File: src/rtl/core/buffer_pool_pin_manager_core_macros.svh
// Assertion macros used by the pin manager top level.
`ifndef BUFFER_POOL_PIN_MANAGER_CORE_MACROS_SVH
`define BUFFER_POOL_PIN_MANAGER_CORE_MACROS_SVH

// same-cycle implication
`define BPPM_ASSERT_IMPL(label, clk, rst, ante, cons, msg) \
  label: assert property (@(posedge clk) disable iff (rst) (ante) |-> (cons)) \
    else $error(msg);

// next-cycle implication
`define BPPM_ASSERT_NEXT(label, clk, rst, ante, cons, msg) \
  label: assert property (@(posedge clk) disable iff (rst) (ante) |=> (cons)) \
    else $error(msg);

`endif

File: src/rtl/core/bppm_pkg.sv
// Types and constants of the buffer pool pin manager.
package bppm_pkg;

  localparam int MAX_OUT  = 8;
  localparam int FLUSH_CW = $clog2(MAX_OUT);

  typedef enum logic [1:0] {
    CMD_PIN   = 2'd0,
    CMD_UNPIN = 2'd1,
    CMD_FLUSH = 2'd2,
    CMD_MARK  = 2'd3
  } cmd_e_t;

  typedef enum logic [1:0] {
    STS_OK        = 2'd0,
    STS_NO_FRAME  = 2'd1,
    STS_UNPIN_BAD = 2'd2,
    STS_PIN_FULL  = 2'd3
  } sts_e_t;

  typedef enum logic {
    BK_IDLE  = 1'b0,
    BK_FLUSH = 1'b1
  } bk_state_t;

  typedef struct packed {
    cmd_e_t      cmd;
    logic [31:0] block_id;
    logic [2:0]  frame_index;
    logic [15:0] txn;
    logic        in_pool;
  } op_t;

  typedef struct packed {
    logic valid;
    op_t  op;
  } head_t;

  typedef struct packed {
    sts_e_t      status;
    logic [2:0]  frame;
    logic        hit;
    logic        needs_load;
    logic        writeback_valid;
    logic [31:0] writeback_block;
    logic [3:0]  available;
    logic        last;
  } res_t;

endpackage

File: src/rtl/core/bppm_ifs.sv
// Command and result channel interfaces.
interface bppm_in_if;
  logic        valid;
  logic        ready;
  logic [1:0]  cmd;
  logic [31:0] block_id;
  logic [2:0]  frame_index;
  logic [15:0] txn;

  modport source (output valid, cmd, block_id, frame_index, txn, input ready);
  modport sink   (input valid, cmd, block_id, frame_index, txn, output ready);
endinterface

interface bppm_out_if;
  logic        valid;
  logic        ready;
  logic [1:0]  status;
  logic [2:0]  frame;
  logic        hit;
  logic        needs_load;
  logic        writeback_valid;
  logic [31:0] writeback_block;
  logic [3:0]  available;
  logic        last;

  modport source (output valid, status, frame, hit, needs_load, writeback_valid,
                  writeback_block, available, last, input ready);
  modport sink   (input valid, status, frame, hit, needs_load, writeback_valid,
                  writeback_block, available, last, output ready);
endinterface

File: src/rtl/core/buffer_pool_pin_manager_core.sv
// Top level of the buffer pool pin manager.
//
//  channel  dir  payload                                          beat on
//  in_ch    in   cmd, block_id, frame_index, txn                  valid & ready
//  out_ch   out  status, frame, hit, needs_load, writeback_*,     valid & ready
//                available, last
//
// Pin, unpin and mark: the result register loads as the command leaves the queue head.
// Flush: captures the match mask, then one beat per cycle while out_ch is not stalled, up to 8.
// A two-entry command queue lets commands arrive while the back end is busy.
// Reset (sync) clears pin counts, flags and queue, sets free count to NUM_FRAMES; tags are not cleared.
// A stalled result holds the back end; the queue keeps taking commands until full.
`include "buffer_pool_pin_manager_core_macros.svh"

module buffer_pool_pin_manager_core #(
  parameter int NUM_FRAMES = 8,
  parameter int PIN_BITS   = 8
) (
  input logic         clk,
  input logic         rst,
  bppm_in_if.sink     in_ch,
  bppm_out_if.source  out_ch
);

  bppm_pkg::head_t head;
  logic            pop;

  bppm_front #(
    .NUM_FRAMES (NUM_FRAMES)
  ) u_front (
    .clk   (clk),
    .rst   (rst),
    .in_ch (in_ch),
    .pop   (pop),
    .head  (head)
  );

  bppm_back #(
    .NUM_FRAMES (NUM_FRAMES),
    .PIN_BITS   (PIN_BITS)
  ) u_back (
    .clk    (clk),
    .rst    (rst),
    .head   (head),
    .pop    (pop),
    .out_ch (out_ch)
  );

  `BPPM_ASSERT_IMPL(a_load_on_miss, clk, rst, out_ch.valid && out_ch.needs_load, !out_ch.hit && out_ch.status == bppm_pkg::STS_OK, "load requested on hit or failed pin")
  `BPPM_ASSERT_IMPL(a_avail_bound, clk, rst, out_ch.valid, (NUM_FRAMES > 15) || (int'(out_ch.available) <= NUM_FRAMES), "available above pool size")
  `BPPM_ASSERT_NEXT(a_flush_stream, clk, rst, out_ch.valid && !out_ch.last, out_ch.valid, "gap inside a flush burst")

endmodule

File: src/rtl/core/bppm_front.sv
// Front end: command decode and two-entry command queue.
module bppm_front #(
  parameter int NUM_FRAMES = 8
) (
  input  logic              clk,
  input  logic              rst,
  bppm_in_if.sink           in_ch,
  input  logic              pop,
  output bppm_pkg::head_t   head
);

  bppm_pkg::op_t q [2];
  logic [1:0]    count;
  logic          wr_ptr;
  logic          rd_ptr;
  logic          push;
  bppm_pkg::op_t op_in;

  assign in_ch.ready = (count != 2'd2);
  assign push        = in_ch.valid && in_ch.ready;

  always_comb begin
    op_in.cmd         = bppm_pkg::cmd_e_t'(in_ch.cmd);
    op_in.block_id    = in_ch.block_id;
    op_in.frame_index = in_ch.frame_index;
    op_in.txn         = in_ch.txn;
    op_in.in_pool     = (int'(in_ch.frame_index) < NUM_FRAMES);
  end

  always_ff @(posedge clk) begin
    if (rst) begin
      count  <= 2'd0;
      wr_ptr <= 1'b0;
      rd_ptr <= 1'b0;
    end else begin
      if (push) wr_ptr <= ~wr_ptr;
      if (pop)  rd_ptr <= ~rd_ptr;
      case ({push, pop})
        2'b10:   count <= count + 2'd1;
        2'b01:   count <= count - 2'd1;
        default: count <= count;
      endcase
    end
  end

  always_ff @(posedge clk) begin
    if (push) q[wr_ptr] <= op_in;
  end

  assign head.valid = (count != 2'd0);
  assign head.op    = q[rd_ptr];

endmodule

File: src/rtl/core/bppm_back.sv
// Back end: frame table, pin/unpin/mark execution, flush walk, result register.
module bppm_back #(
  parameter int NUM_FRAMES = 8,
  parameter int PIN_BITS   = 8
) (
  input  logic             clk,
  input  logic             rst,
  input  bppm_pkg::head_t  head,
  output logic             pop,
  bppm_out_if.source       out_ch
);

  localparam int FW = (NUM_FRAMES > 1) ? $clog2(NUM_FRAMES) : 1;
  localparam int CW = $clog2(NUM_FRAMES + 1);
  localparam logic [PIN_BITS-1:0] PIN_MAX = '1;

  logic [31:0]         tag      [NUM_FRAMES];
  logic [15:0]         mtxn     [NUM_FRAMES];
  logic [PIN_BITS-1:0] pin_cnt  [NUM_FRAMES];
  logic [NUM_FRAMES-1:0] assigned;
  logic [NUM_FRAMES-1:0] modified;
  logic [CW-1:0]       free_count, free_next;
  bppm_pkg::bk_state_t state, state_next;
  logic [NUM_FRAMES-1:0] fmask;
  logic [bppm_pkg::FLUSH_CW-1:0] fcnt;

  logic          ovalid;
  bppm_pkg::res_t ores, res;

  logic [NUM_FRAMES-1:0] hit_vec, free_vec, match_vec, fl_rest;
  logic          hit_any, free_any;
  logic [FW-1:0] hit_idx, vic_idx, fl_idx, fidx;
  logic          out_free, load;
  logic          pin_inc, pin_miss, unpin, mark, fl_start, fl_emit;

  assign out_free = !ovalid || out_ch.ready;
  assign fidx     = FW'(head.op.frame_index);
  assign fl_rest  = fmask & (fmask - NUM_FRAMES'(1));

  // parallel tag match and lowest-index picks
  always_comb begin
    hit_idx = '0;
    vic_idx = '0;
    fl_idx  = '0;
    for (int i = 0; i < NUM_FRAMES; i++) begin
      hit_vec[i]   = assigned[i] && (tag[i] == head.op.block_id);
      free_vec[i]  = (pin_cnt[i] == '0);
      match_vec[i] = modified[i] && (mtxn[i] == head.op.txn);
    end
    for (int i = NUM_FRAMES - 1; i >= 0; i--) begin
      if (hit_vec[i])  hit_idx = FW'(i);
      if (free_vec[i]) vic_idx = FW'(i);
      if (fmask[i])    fl_idx  = FW'(i);
    end
    hit_any  = |hit_vec;
    free_any = |free_vec;
  end

  always_comb begin
    state_next = state;
    free_next  = free_count;
    pop        = 1'b0;
    load       = 1'b0;
    pin_inc    = 1'b0;
    pin_miss   = 1'b0;
    unpin      = 1'b0;
    mark       = 1'b0;
    fl_start   = 1'b0;
    fl_emit    = 1'b0;
    res        = '0;
    res.status = bppm_pkg::STS_OK;
    case (state)
      bppm_pkg::BK_IDLE: begin
        if (head.valid && out_free) begin
          pop = 1'b1;
          case (head.op.cmd)
            bppm_pkg::CMD_PIN: begin
              load     = 1'b1;
              res.last = 1'b1;
              if (hit_any) begin
                res.hit   = 1'b1;
                res.frame = 3'(hit_idx);
                if (pin_cnt[hit_idx] == PIN_MAX) begin
                  res.status = bppm_pkg::STS_PIN_FULL;
                end else begin
                  pin_inc = 1'b1;
                  if (pin_cnt[hit_idx] == '0 && free_count != '0)
                    free_next = free_count - CW'(1);
                end
              end else if (free_any) begin
                pin_miss            = 1'b1;
                res.frame           = 3'(vic_idx);
                res.needs_load      = 1'b1;
                res.writeback_valid = assigned[vic_idx] && modified[vic_idx];
                res.writeback_block = res.writeback_valid ? tag[vic_idx] : 32'd0;
                if (free_count != '0) free_next = free_count - CW'(1);
              end else begin
                res.status = bppm_pkg::STS_NO_FRAME;
              end
            end
            bppm_pkg::CMD_UNPIN: begin
              load      = 1'b1;
              res.last  = 1'b1;
              res.frame = head.op.frame_index;
              if (!head.op.in_pool || pin_cnt[fidx] == '0) begin
                res.status = bppm_pkg::STS_UNPIN_BAD;
              end else begin
                unpin = 1'b1;
                if (pin_cnt[fidx] == PIN_BITS'(1) && int'(free_count) < NUM_FRAMES)
                  free_next = free_count + CW'(1);
              end
            end
            bppm_pkg::CMD_FLUSH: begin
              fl_start   = 1'b1;
              state_next = bppm_pkg::BK_FLUSH;
            end
            bppm_pkg::CMD_MARK: begin
              load      = 1'b1;
              res.last  = 1'b1;
              res.frame = head.op.frame_index;
              mark      = head.op.in_pool && assigned[fidx];
            end
            default: ;
          endcase
        end
      end
      bppm_pkg::BK_FLUSH: begin
        if (out_free) begin
          load = 1'b1;
          if (fmask == '0) begin
            res.last   = 1'b1;
            state_next = bppm_pkg::BK_IDLE;
          end else begin
            fl_emit             = 1'b1;
            res.frame           = 3'(fl_idx);
            res.writeback_valid = 1'b1;
            res.writeback_block = tag[fl_idx];
            // capped at MAX_OUT beats; leftovers stay marked
            if (fl_rest == '0 || fcnt == bppm_pkg::FLUSH_CW'(bppm_pkg::MAX_OUT - 1)) begin
              res.last   = 1'b1;
              state_next = bppm_pkg::BK_IDLE;
            end
          end
        end
      end
      default: state_next = bppm_pkg::BK_IDLE;
    endcase
    res.available = 4'(free_next);
  end

  always_ff @(posedge clk) begin
    if (rst) begin
      state      <= bppm_pkg::BK_IDLE;
      free_count <= CW'(NUM_FRAMES);
      assigned   <= '0;
      modified   <= '0;
      fmask      <= '0;
      fcnt       <= '0;
      ovalid     <= 1'b0;
      for (int i = 0; i < NUM_FRAMES; i++) pin_cnt[i] <= '0;
    end else begin
      state      <= state_next;
      free_count <= free_next;
      if (load)              ovalid <= 1'b1;
      else if (out_ch.ready) ovalid <= 1'b0;
      if (pin_inc) pin_cnt[hit_idx] <= pin_cnt[hit_idx] + PIN_BITS'(1);
      if (pin_miss) begin
        modified[vic_idx] <= 1'b0;
        assigned[vic_idx] <= 1'b1;
        pin_cnt[vic_idx]  <= PIN_BITS'(1);
      end
      if (unpin) pin_cnt[fidx] <= pin_cnt[fidx] - PIN_BITS'(1);
      if (mark)  modified[fidx] <= 1'b1;
      if (fl_start) begin
        fmask <= match_vec;
        fcnt  <= '0;
      end
      if (fl_emit) begin
        modified[fl_idx] <= 1'b0;
        fmask            <= fl_rest;
        fcnt             <= fcnt + bppm_pkg::FLUSH_CW'(1);
      end
    end
  end

  always_ff @(posedge clk) begin
    if (pin_miss) tag[vic_idx] <= head.op.block_id;
    if (mark)     mtxn[fidx]   <= head.op.txn;
    if (load)     ores         <= res;
  end

  assign out_ch.valid           = ovalid;
  assign out_ch.status          = ores.status;
  assign out_ch.frame           = ores.frame;
  assign out_ch.hit             = ores.hit;
  assign out_ch.needs_load      = ores.needs_load;
  assign out_ch.writeback_valid = ores.writeback_valid;
  assign out_ch.writeback_block = ores.writeback_block;
  assign out_ch.available       = ores.available;
  assign out_ch.last            = ores.last;

endmodule
File: src/flat_wrapper.sv
// flat-port wrapper written by rule: the top's interface ports become plain ports
module buffer_pool_pin_manager_core_flat 
#(
  parameter int NUM_FRAMES = 8,
  parameter int PIN_BITS   = 8
)
  (clk, rst, in_ch_valid, in_ch_cmd, in_ch_block_id, in_ch_frame_index, in_ch_txn, in_ch_ready, out_ch_valid, out_ch_status, out_ch_frame, out_ch_hit, out_ch_needs_load, out_ch_writeback_valid, out_ch_writeback_block, out_ch_available, out_ch_last, out_ch_ready);
  bppm_in_if in_ch_i ();
  bppm_out_if out_ch_i ();
  input logic clk;
  input logic rst;
  input wire logic [$bits(in_ch_i.valid)-1:0] in_ch_valid;
  input wire logic [$bits(in_ch_i.cmd)-1:0] in_ch_cmd;
  input wire logic [$bits(in_ch_i.block_id)-1:0] in_ch_block_id;
  input wire logic [$bits(in_ch_i.frame_index)-1:0] in_ch_frame_index;
  input wire logic [$bits(in_ch_i.txn)-1:0] in_ch_txn;
  output wire logic [$bits(in_ch_i.ready)-1:0] in_ch_ready;
  output wire logic [$bits(out_ch_i.valid)-1:0] out_ch_valid;
  output wire logic [$bits(out_ch_i.status)-1:0] out_ch_status;
  output wire logic [$bits(out_ch_i.frame)-1:0] out_ch_frame;
  output wire logic [$bits(out_ch_i.hit)-1:0] out_ch_hit;
  output wire logic [$bits(out_ch_i.needs_load)-1:0] out_ch_needs_load;
  output wire logic [$bits(out_ch_i.writeback_valid)-1:0] out_ch_writeback_valid;
  output wire logic [$bits(out_ch_i.writeback_block)-1:0] out_ch_writeback_block;
  output wire logic [$bits(out_ch_i.available)-1:0] out_ch_available;
  output wire logic [$bits(out_ch_i.last)-1:0] out_ch_last;
  input wire logic [$bits(out_ch_i.ready)-1:0] out_ch_ready;
  assign in_ch_i.valid = in_ch_valid;
  assign in_ch_i.cmd = in_ch_cmd;
  assign in_ch_i.block_id = in_ch_block_id;
  assign in_ch_i.frame_index = in_ch_frame_index;
  assign in_ch_i.txn = in_ch_txn;
  assign in_ch_ready = in_ch_i.ready;
  assign out_ch_valid = out_ch_i.valid;
  assign out_ch_status = out_ch_i.status;
  assign out_ch_frame = out_ch_i.frame;
  assign out_ch_hit = out_ch_i.hit;
  assign out_ch_needs_load = out_ch_i.needs_load;
  assign out_ch_writeback_valid = out_ch_i.writeback_valid;
  assign out_ch_writeback_block = out_ch_i.writeback_block;
  assign out_ch_available = out_ch_i.available;
  assign out_ch_last = out_ch_i.last;
  assign out_ch_i.ready = out_ch_ready;
  buffer_pool_pin_manager_core #(.NUM_FRAMES(NUM_FRAMES), .PIN_BITS(PIN_BITS)) u_core (.clk(clk), .rst(rst), .in_ch(in_ch_i), .out_ch(out_ch_i));
endmodule
File: config.mk
export PLATFORM = sky130hd
export DESIGN_NAME = buffer_pool_pin_manager_core_flat
export DESIGN_NICKNAME = d
export VERILOG_FILES = /design/src/rtl/core/bppm_pkg.sv /design/src/rtl/core/bppm_ifs.sv /design/src/rtl/core/buffer_pool_pin_manager_core.sv /design/src/rtl/core/bppm_front.sv /design/src/rtl/core/bppm_back.sv /design/src/flat_wrapper.sv
export VERILOG_INCLUDE_DIRS = /design/src /design/src/rtl/core
export SDC_FILE = /design/constraint.sdc
export NUM_CORES = 1
export LEC_CHECK = 0
export BUFFER_PORTS_ARGS = -buffer_cell sky130_fd_sc_hd__buf_2
export CORE_ASPECT_RATIO = 1.5
export CORE_UTILIZATION = 61
export DETAILED_ROUTE_END_ITERATION = 6
export HOLD_SLACK_MARGIN = 0.05
export PLACE_DENSITY = 0.78
export SLEW_MARGIN = 10
export SYNTH_ARGS = -nofsm -noshare
export SYNTH_HDL_FRONTEND = slang
export SYNTH_SLANG_ARGS = --single-unit
File: constraint.sdc
create_clock -name clk -period 9.4 [get_ports clk]
set_input_delay 1.41 -clock clk [delete_from_list [all_inputs] [get_ports clk]]
set_output_delay 1.41 -clock clk [all_outputs]
set_load 0.02 [all_outputs]
# After elaboration in Yosys (flattened, before gate mapping)
# Memories as Yosys holds them, arrays and structs flattened. A register that Yosys moved wholly into a read port is not among the register bits.
# Cells that the tools add are included.
[word_totals]
register_bits = 82
latchBits = 0
romBits = 0
output_inout_bits = 47
n_memories = 4
mem_bits_rw = 554
elab_cells = 273
[classes]
shift = 0
mux = 141
div_mod_pow = 0
addsub = 8
n_reduce_logical = 58
bitwise = 12
magnitude_cmp = 7
multipliers = 0
n_eq_ne = 25
[memory_table]
columns = ["memory", "depth", "word_bits", "rd", "rd_clocked_by_memory_dff", "wr", "line_no", "text"]
rows = [
  ["u_core.u_back.tag", 8, 32, 10, 0, 1, "bppm_back.sv:17", "logic [31:0] tag [NUM_FRAMES];"],
  ["u_core.u_back.mtxn", 8, 16, 8, 0, 1, "bppm_back.sv:18", "logic [15:0] mtxn [NUM_FRAMES];"],
  ["u_core.u_front.q", 2, 53, 1, 1, 1, "bppm_front.sv:12", "bppm_pkg::op_t q [2];"],
  ["u_core.u_back.pin_cnt", 8, 8, 10, 0, 8, "bppm_back.sv:19", "logic [PIN_BITS-1:0] pin_cnt [NUM_FRAMES];"],
]
[op_table]
columns = ["operator", "n"]
rows = [
  ["== test 32 bit", 8],
  ["== test 16 bit", 8],
  ["logical NOT 8 bit", 12],
  ["two-way mux 3 bit", 32],
  ["two-way mux 8 bit", 10],
  ["two-way mux 34 bit", 2],
  ["two-way mux 33 bit", 2],
  ["case mux 33 bit (2 select lines)", 1],
  ["two-way mux 1 bit", 65],
  ["OR reduction 8 bit", 5],
  ["two-way mux 38 bit", 1],
  ["two-way mux 4 bit", 9],
  ["two-way mux 35 bit", 1],
  ["two-way mux 32 bit", 1],
  ["AND 8 bit", 3],
  ["logical AND 1 bit", 24],
  ["NOT 8 bit", 2],
  ["bitwise OR 8 bit", 2],
  ["subtractor 8 x 1 -> 8 bit (second input constant)", 2],
  ["< comparator 3 x 4 -> 1 bit (second input constant)", 3],
  ["case mux 3 bit (2 select lines)", 2],
  ["OR reduction 11 bit", 1],
  ["binary-select mux 1 bit (select 3 bit)", 3],
  ["demux 1 bit (select 3 bit)", 3],
  ["29 further kinds", 49],
]

# Logic depth before layout (Yosys ltp)
# An unclocked memory read counts as a cell.
[logic_depth]
depth_word = 25
mapped_depth = 23
mapped_depth_nobuf = 18

# By module
# Synthesis repeated with hierarchy kept, for this count alone.
[hier_totals]
hier_cells = 2794
area_unflattened_um2 = 32556.2
[modules_own_cells]
columns = ["mod", "n_inst", "seq_area_each_um2", "area_per_inst_um2", "cells_per_inst"]
rows = [
  ["bppm_back", 1, 15464.8, 28519.9, 2604],
  ["bppm_front", 1, 3283.1, 4036.4, 190],
]

# Worst setup path before layout
# OpenSTA, ideal clock, no wires.
[synth_timing]
path_kind = "register -> register"
start = "reg with a tool-made name"
end = "reg u_core.u_back.modified[1]"
setup_time_ps = 135
slack_ps = 4393
t_arrival_ps = 4872
stages_incl_launch_ff = 20
period_less_slack_ps = 5007
path_buffers = 5
cell_sequence = "dfxtp_1 -> buf_6 -> buf_8 -> mux2i_1 -> buf_2 -> xnor2_1 -> nor4_1 -> nand4_1 -> or3_1 -> nand4_4 -> or4b_1 -> buf_2 -> or3_1 -> buf_2 -> inv_1 -> nand2_1 -> nor2_1 -> inv_1 -> a21oi_1 -> a311oi_1"
[synth_lines]
columns = ["item", "line_no", "text"]
rows = [
  ["end signal: assignment", "bppm_back.sv:156", "modified <= '0;"],
  ["end signal: indexed assignment", "bppm_back.sv:168", "modified[vic_idx] <= 1'b0;"],
  ["end signal: indexed assignment", "bppm_back.sv:173", "if (mark) modified[fidx] <= 1'b1;"],
  ["end: declaration", "bppm_back.sv:21", "logic [NUM_FRAMES-1:0] modified;"],
]

==> impl_metrics.csv <==
group,metric,value,unit
clock_network,ctsHoldBuffers,0,
grt,grt_start_max_net_pins,70,
die,initial_utilization,61.8,%
grt,antenna_found_initial,3,
yosys,yosys.area_share.simple,11.8,%
finish,n_fill_cell,3359,
yosys,synth-xor-area-share,10.7,%
clock_network,cts_tree,"done",
pwr,combPwrFrac,30.1,%
timing,fin_hold_ws,0.501,ns
pwr,power_density,246,nW/um2
drt,drc_errors,5,
die,num_rows,103,
drt,num_vias,25400,
pwr,power_switching,3.23,mW
pwr,ir_drop,0.000222,V
clock_network,clock_latency,0.65,ns
drt,ant_nets,0,
yosys,synth_top_area_cell,"edfxtp_1",
place,place_ws,2.31,ns
die,die_height,285,um
timing,setup_violations,0,
pwr,seq_power_share,41.0,%
die,die_x,191,um
status,status,"finished, violations left",
drt,wirelength,129000,um
timing,fin_crit_sh,78.2,%
critical_path,crit_arrival,7.67,ns
flow_run,drv_cap,0,
grt,grt_pass1_vias,24600,
finish,layout.nets,2683,
yosys,synth-compound-area-share,7.81,%
timing,rsz0062_at_grt,"false",
timing,hold_viol_final,0,
drt,drtPass1Iterations,7,
grt,overflow,0,
timing,worst_pin_slew,1.26,ns
pwr,intPower,5.66,mW
clock_network,cts.htree.levels,2,
drt,viasPerCell,7.57,
die,pin_count,104,
yosys,muxShareOfSynthArea,9.65,%
yosys,yosys_warnings,0,
timing,final_max_slew_viol_count,0,
die,dieArea,54400,um2
yosys,yosysUniqueCellTypes,87,
yosys,yosys_most_used_dff,"edfxtp_1",
clock_network,clkTransAtPathRegs,0.07,ns
finish,drive_gt1_share,15.8,%
finish,finalNonFillerCells,3350,
timing,fin_tns_setup,0,ns
clock_network,postCtsSetupBuffers,0,
critical_path,endpoint_kind,"flip-flop",
finish,seqCellArea,18800,um2
pwr,p_leak,11.9,nW
place,gp_congestion,1.09,
finish,final_util,68.6,%
critical_path,worstSetupPathType,"reg -> reg",
pwr,p_clk_share,28.9,%
yosys,synth_fa_ha_area_share,0.345,%
yosys,syn-num-nets,2554,
timing,min_period,7.35,ns
timing,finClkSkew,0.0329,ns
place,portBuffers,103,
timing,setup_ws,2.05,ns
yosys,synth_area_leaders,"edfxtp_1 55%, xnor2_1 7.9%, mux4_2 4.8%",
clock_network,cts_buffers,57,
place,dp_cells,3240,
pwr,swShare,36.3,%
worst_hold_path,hold_path_class,"reg -> reg",
timing,relSlewSlack,14.6,%
yosys,yosys.area.top_type_share,55.2,%
die,coreArea,52700,um2
drt,drt_iter0_markers,4149,
yosys,synth_area_per_cell,13.1,um2
clock_network,cts_buffer_depth,3,
yosys,synth-async-reset-ratio,0,%
grt,grt_first_pass_wirelength,181000,um
timing,fmax,136,MHz
clock_network,cts-root-buf,"clkbuf_16",
drt,drt-wirelength-per-cell,38.6,um
yosys,netlist_area,32600,um2
place,place_area,34100,um2
pwr,fin_total_pwr,8.88,mW
place,dpl.hpwl,90500,um
finish,multi_input_area,13300,um2
yosys,synth_top_family_by_area,"simple AND/OR/NAND/NOR gates",
status,failed_checks,"DRC",
critical_path,start_kind,"flip-flop",
clock_network,cts_resized,0,
finish,area_growth_syn_to_layout,10.9,%
clock_network,numClockSinks,637,
grt,grt_util_all_layers,47.8,%
critical_path,critPathRequiredTime,9.72,ns
finish,finalInstanceArea,36100,um2
critical_path,cp_max_fo,30,
yosys,synth-seq-cells,637,
yosys,synthCells,2488,
yosys,synth-edff-count,599,
yosys,ys_seq_area_share,57.5,%
-- final timing paths --
path,startpoint,to,slack [ns],cells after the start
setup / recovery,flip-flop,u_core.u_back.pin_cnt[5][4]$_SDFFCE_PN0P_,2.05,18
hold / removal,u_core.u_back.fcnt[2]$_SDFFE_PP0P_,u_core.u_back.fcnt[2]$_SDFFE_PP0P_,0.50,2
setup reg to reg,flip-flop,u_core.u_back.pin_cnt[5][4]$_SDFFCE_PN0P_,2.05,18
hold reg to reg,u_core.u_back.fcnt[2]$_SDFFE_PP0P_,u_core.u_back.fcnt[2]$_SDFFE_PP0P_,0.50,2
-- cells in the final DEF, fill, tap and decap left out, types with 15 or more instances in the layout --
cell type	n
dfxtp_1	37
nand4_1	51
mux4_2	69
o21ai_0	27
buf_2	103
a31oi_1	17
mux2i_4	29
or4_1	19
clkbuf_16	57
nor3_1	40
nand3b_1	18
xnor2_1	293
nor4_1	133
o221ai_1	15
mux2i_1	77
nand3_1	35
a21oi_1	53
nor2_1	183
edfxtp_1	599
xor2_1	100
nand2_1	124
o22ai_1	148
buf_4	55
inv_1	72
and3_1	15
-- flip-flops by register name (all words and copies together), names as in the netlist, 4 cells and up, named ones only --
| register | cells |
|---|---|
| u_core.u_back.fmask | 8 |
| u_core.u_back.free_count | 4 |
| u_core.u_back.mtxn | 128 |
| u_core.u_back.out_ch.writeback_block | 32 |
| u_core.u_back.pin_cnt | 64 |
| u_core.u_front.q | 106 |
| u_core.u_back.modified | 8 |
| u_core.u_back.out_ch.available | 4 |
| u_core.u_back.tag | 256 |
| u_core.u_back.assigned | 8 |
-- per-layer routing --
layer,wire length [um],global-route usage [%],up-vias
li1,-,-,9913
met1,41500,57.0,12300
met2,60200,75.9,2484
met3,16000,11.6,673
met4,11700,33.7,2
met5,13,0,-
-- cells in the mapped netlist, drive strengths merged (9+ instances only) --
cell type	n
o21ai	31
ha	9
a21oi	55
buf	31
nor4	134
a2111oi	10
nand2	135
nand4	52
edfxtp	599
mux4	69
o211ai	11
nor2b	14
nand3b	18
mux2i	113
a311oi	14
clkbuf	58
nor3	44
a31oi	17
o22ai	148
xnor2	296
o221ai	15
xor2	100
and3	18
nand3	38
and2	12
inv	72
nor3b	13
or3	11
nor2	192
dfxtp	38
or4	19
a211oi	14
-- cell type report --
type	instances	area share, %
Multi-Input combinational cell	1690	36.7
Tap cell	682	2.36
Antenna cell	2	0.0139
Timing Repair Buffer	159	2.62
Clock inverter	38	1.44
Clock buffer	70	4.17
Sequential cell	637	51.9
Inverter	72	0.748
-- critical path, cell delays in order (launching register included) --
cell and delay, ns:
dfxtp_4 0.62, buf_12 0.39, mux2i_4 0.64, xnor2_1 0.39
nor4_1 0.66, and4_1 0.34, o211ai_1 0.15, a311oi_2 0.88
o21ai_2 0.06, buf_4 0.22, inv_1 0.17, mux2i_1 0.42
inv_1 0.11, ha_1 0.25, o21ai_0 0.17, o221ai_1 0.19
o21a_1 0.14, a31oi_1 0.93, nor2_1 0.16
-- power groups by stage --
stage          logic, mW  registers (mW)  clock network (mW)
2_1_floorplan       1.41            3.77                   0
3_3_place_gp        2.49            3.68                   0
3_5_place_dp        2.53            3.69                   0
4_1_cts             2.58            3.64                2.54
5_1_grt             2.72            3.65                2.63
6_report            2.68            3.64                2.56
-- kinds of logic (layout without fill, tap and decap cells) --
logic type	count (synthesis)	count (layout)
simple gates	728	728
fa+ha+maj	9	9
other cells	0	2
buf+inv	161	339
xor+xnor	396	396
mux	190	190
flops	637	637
compound gates	367	367
Note: power is estimated with default switching activity, not from simulation.
